[config.mk]
export PLATFORM = sky130hd
export DESIGN_NAME = pcof_cell
export DESIGN_NICKNAME = d
export VERILOG_FILES = /design/src/pcof_pkg.sv /design/src/pcof_cell.sv
export SDC_FILE = /design/constraint.sdc
export NUM_CORES = 2
export LEC_CHECK = 0
export BUFFER_PORTS_ARGS = -buffer_cell sky130_fd_sc_hd__buf_2
export CORE_ASPECT_RATIO = 0.7
export CORE_MARGIN = 5
export CORE_UTILIZATION = 54
export DETAILED_ROUTE_END_ITERATION = 7
export GPL_ROUTABILITY_DRIVEN = 0
export GPL_TIMING_DRIVEN = 0
export PLACE_DENSITY = 0.71
export SYNTH_ARGS = -nofsm -noshare
export SYNTH_HDL_FRONTEND = slang
export SYNTH_SLANG_ARGS = --single-unit
[constraint.sdc]
create_clock -name clk -period 11.3 [get_ports clk]
set_input_delay 1.695 -clock clk [delete_from_list [all_inputs] [get_ports clk]]
set_output_delay 1.695 -clock clk [all_outputs]
set_load 0.02 [all_outputs]
[src/pcof_pkg.sv]
// ----------------------------------------------------------------------------
// Point cloud obstacle filter package
// Shared widths, codes and bundle types of the obstacle filter.
// ----------------------------------------------------------------------------
package pcof_pkg;

    localparam int MAX_OBSTACLES = 16;
    localparam int CNT_W         = $clog2(MAX_OBSTACLES + 1);

    localparam int COORD_W  = 24;
    localparam int RAD_W    = 23;
    localparam int TRIG_W   = 17;
    localparam int CENTER_W = 26;
    localparam int RSQ_W    = 2 * RAD_W;
    localparam int KEPT_W   = 20;

    typedef enum logic [1:0] {
        ACT_CLEAR = 2'd0,
        ACT_ADD   = 2'd1,
        ACT_POINT = 2'd2
    } action_t;

    typedef enum logic [1:0] {
        CFG_ORIGIN_X = 2'd0,
        CFG_ORIGIN_Y = 2'd1,
        CFG_COS_YAW  = 2'd2,
        CFG_SIN_YAW  = 2'd3
    } cfg_reg_t;

    // One point request on its way down the cell chain
    typedef struct packed {
        logic                       valid;
        logic signed [COORD_W-1:0]  x;
        logic signed [COORD_W-1:0]  y;
        logic signed [COORD_W-1:0]  z;
        logic                       last;
        logic                       hit;
    } token_t;

    // One obstacle in the sensor frame
    typedef struct packed {
        logic signed [CENTER_W-1:0] cx;
        logic signed [CENTER_W-1:0] cy;
        logic        [RSQ_W-1:0]    rsq;
    } entry_t;

endpackage

[src/pcof_cell.sv]
// ----------------------------------------------------------------------------
// Obstacle cell
// Hold one obstacle and test each passing point against its box.
// ----------------------------------------------------------------------------
module pcof_cell
(
    input  logic               clk,
    input  logic               rst_n,
    input  logic               adv,
    input  logic               en,
    input  logic               wr_en,
    input  pcof_pkg::entry_t   wr_entry,
    input  pcof_pkg::token_t   tok_in,
    output pcof_pkg::token_t   tok_out,
    output logic               busy
);

    localparam int DW = pcof_pkg::CENTER_W + 1;
    localparam int QW = 2 * DW;

    pcof_pkg::entry_t     ent_reg;
    pcof_pkg::token_t     tok_a_reg;
    pcof_pkg::token_t     tok_b_reg;
    pcof_pkg::token_t     tok_b_next;
    logic signed [QW-1:0] sqx_reg;
    logic signed [QW-1:0] sqy_reg;
    logic signed [QW-1:0] sqx_next;
    logic signed [QW-1:0] sqy_next;
    logic signed [DW-1:0] ddx;
    logic signed [DW-1:0] ddy;
    logic signed [QW-1:0] rsq_ext;
    logic                 inside_box;

    // Stage A: squared distances per axis
    assign ddx      = DW'(ent_reg.cx) - DW'(tok_in.x);
    assign ddy      = DW'(ent_reg.cy) - DW'(tok_in.y);
    assign sqx_next = ddx * ddx;
    assign sqy_next = ddy * ddy;

    // Stage B: strict compare against the squared radius
    assign rsq_ext    = $signed(QW'(ent_reg.rsq));
    assign inside_box = en && (sqx_reg < rsq_ext) && (sqy_reg < rsq_ext);

    always_comb
    begin
        tok_b_next     = tok_a_reg;
        tok_b_next.hit = tok_a_reg.hit | inside_box;
    end

    always_ff @(posedge clk or negedge rst_n)
    begin
        if (!rst_n)
        begin
            tok_a_reg <= '0;
            tok_b_reg <= '0;
        end
        else if (adv)
        begin
            tok_a_reg <= tok_in;
            tok_b_reg <= tok_b_next;
        end
    end

    always_ff @(posedge clk)
    begin
        if (adv)
        begin
            sqx_reg <= sqx_next;
            sqy_reg <= sqy_next;
        end
        if (wr_en)
        begin
            ent_reg <= wr_entry;
        end
    end

    assign tok_out = tok_b_reg;
    assign busy    = tok_a_reg.valid | tok_b_reg.valid;

endmodule

==> impl_metrics.env <==
export IMPL_status="completed"
export IMPL_rows=104
export IMPL_area_delta_synth_final_pct=10.29
export IMPL_drt_iter0_markers=3883
export IMPL_synth_common_cells="1732 x inv_1, 1401 x fa_1, 510 x nand2_1"
export IMPL_critPathKind="primary input to register"
export IMPL_grt_pass1_wl_um=271700
export IMPL_cts_buffer_depth=3
export IMPL_slowest_stage="xnor2_2"
export IMPL_dieArea_um2=123100
export IMPL_largest_reg_flops=98
export IMPL_netlist_instances=6155
export IMPL_ant_nets=0
export IMPL_fp_coreArea_um2=115200
export IMPL_antenna_found_initial=13
export IMPL_relSlewSlack=0.1917
export IMPL_via_per_inst=5.495
export IMPL_grt_pass1_vias=48280
export IMPL_cts_tree="done"
export IMPL_synth_async_sr_flop_share=0.4237
export IMPL_min_period_over_period=0.9843
export IMPL_skew_ns=0.06468
export IMPL_synth_edf_count=204
export IMPL_maxCapViolations=0
export IMPL_crit_path_max_fanout=10
export IMPL_finalSetupViolCount=0
export IMPL_ys_types=72
export IMPL_die_height_um=295.0
export IMPL_path_common_cell="fa_1"
export IMPL_yosysSeqAreaShare=0.1576
export IMPL_die_width_um=417.2
export IMPL_fmax_mhz=89.90
export IMPL_cts_root_buf="clkbuf_16"
export IMPL_dr_pass1_iters=8
export IMPL_netlist_area_um2=62680
export IMPL_syn_area_per_cell_um2=10.18
export IMPL_place_hpwl_um=144300
export IMPL_grt_remaining_overflow=0
export IMPL_slew_violations=0
export IMPL_startpoint_type="primary input"
export IMPL_synth_fp_nets=8213
export IMPL_start_util=0.5443
export IMPL_worst_ep_required_time_ns=11.59
export IMPL_synth_top_area_share=0.4475
export IMPL_yosys_warnings=0
export IMPL_num_vias=44530
export IMPL_wirelength_um=172400
export IMPL_fin_util=0.6003
export IMPL_fin_crit_ns=11.12
export IMPL_rsz0062_at_grt="true"
export IMPL_cpPeakStageDelay_ns=0.76
export IMPL_ios=254
export IMPL_cp_arrival_ns=11.41
export IMPL_worstHoldPathType="register to register"
export IMPL_ys_flop_type="edfxtp_1"
export IMPL_synth_ff_latch_count=354
export IMPL_post_place_cells=7950
export IMPL_portBuffers=253
export IMPL_grt_max_degree=92
export IMPL_crit_path_end_kind="register"
export IMPL_ys_top_cells_by_area="fa_1 45%, inv_1 10%, edfxtp_1 9.8%"
export IMPL_cts_inserted_buffers=41
export IMPL_cts_htree_levels=2
export IMPL_yosysMostFrequentCell="inv_1"
export IMPL_avgRoutedWirePerCell_um=21.27
export IMPL_drc_errors=0
export IMPL_hold_violations=0
export IMPL_drive_above_1_share=0.1156
export IMPL_final_cells=8103
export IMPL_synth_top_cell_by_area="fa_1"
export IMPL_worst_pin_slew_ns=1.201
export IMPL_clock_sinks=354
export IMPL_holdBufCountCts=0
export IMPL_fin_nets=8580
export IMPL_grt_use_total=0.2875
export IMPL_clkLatencyLatePin_ns=0.61
export IMPL_clk_pin_slew_ns=0.06
## cell families (layout without fill, tap and decap cells)
family / after synthesis / in the layout / share of synthesized area
flip-flops: 354 / 354 / 0.1576
multiplexers: 159 / 159 / 0.02847
buffers and inverters: 1906 / 2306 / 0.1146
AO/OA/AOI/OAI: 514 / 514 / 0.05406
adder cells (fa/ha/maj): 1880 / 1880 / 0.5431
AND/OR/NAND/NOR: 1171 / 1171 / 0.07815
other: 0 / 11 / 0
XOR/XNOR: 171 / 171 / 0.02402
## cell type report
class	count	area [um^2]
multi-input cells	3895	46480
fillers	9417	46030
flip-flops and latches	354	9879
inverters	1755	6655
repair buffers	337	2133
well taps	1537	1923
clock buffers	60	1211
plain buffers	138	676.9
clock inverters	16	137.6
diodes	11	27.53
## stage by stage
stage / area, um^2 / worst slack, ns / setup TNS [ns] / hold WS [ns]
after floorplan: 62680 / 0.1447 / 0 / 0.4750
after global placement: 65870 / -2.219 / -75.30 / 0.4791
after detailed placement: 66020 / -2.342 / -80.07 / 0.4897
after CTS: 68150 / 0.0003899 / 0 / 0.5018
after global routing: 69110 / -0.1560 / -0.4054 / 0.5126
final: 69130 / 0.1771 / 0 / 0.4973
## worst paths after layout
| check | cells after the start | from | to | slack [ns] |
|---|---|---|---|---|
| max reg2reg | 40 | ent_reg[72] | sqx_reg[52] | 1.00 |
| min | 1 | tok_a_reg[27] | tok_out[27] | 0.50 |
| min in group asynchronous | 1 | rst_n | tok_out[57] | 1.10 |
| max | 34 | tok_in[26] | sqy_reg[53] | 0.18 |
| max in group asynchronous | 2 | rst_n | tok_a_reg[44] | 9.27 |
| min reg2reg | 1 | tok_a_reg[27] | tok_out[27] | 0.50 |
## layer usage
| metal | wire length [um] | part of all wire | vias up | GRT usage |
|---|---|---|---|---|
| li1 | - | - | 19190 | - |
| met1 | 68570 | 0.40 | 22420 | 0.3945 |
| met2 | 72110 | 0.42 | 2363 | 0.4171 |
| met3 | 23180 | 0.13 | 542 | 0.1172 |
| met4 | 8143 | 0.047 | 18 | 0.09730 |
| met5 | 366 | 0.0021 | - | 0.01431 |
## critical path, delay by kind of cell
family | cells | cell delay, ns
adders and majority gates | 10 | 4.69
AOI/OAI and AO/OA | 11 | 2.21
buffers and inverters | 6 | 1.02
and+or+nand+nor | 5 | 0.90
xor gates and xnor gates | 2 | 0.87
## cell usage in the layout (no fill, tap or decap), drive strengths merged, types with 100 or more instances in the layout
cell	synthesis	layout
ha	479	479
a21o	100	100
nor2	444	444
dfrtp	150	150
edfxtp	204	204
inv	1736	1731
xnor2	116	116
fa	1401	1401
mux2	154	154
buf	15	352
nand2	510	510
clkbuf	136	183
a21oi	148	148
## timing repair
| action | 4_1_cts | 5_1_grt |
|---|---|---|
| resized for setup | 115 | 199 |
| setup endpoints to repair | 51 | 35 |
| setup buffers | 31 | 47 |
| pin swaps | 9 | 24 |
Power is left out: the tool's default activity adds up to more than one toggle a clock period on the data nets, which glitch-free logic cannot reach.
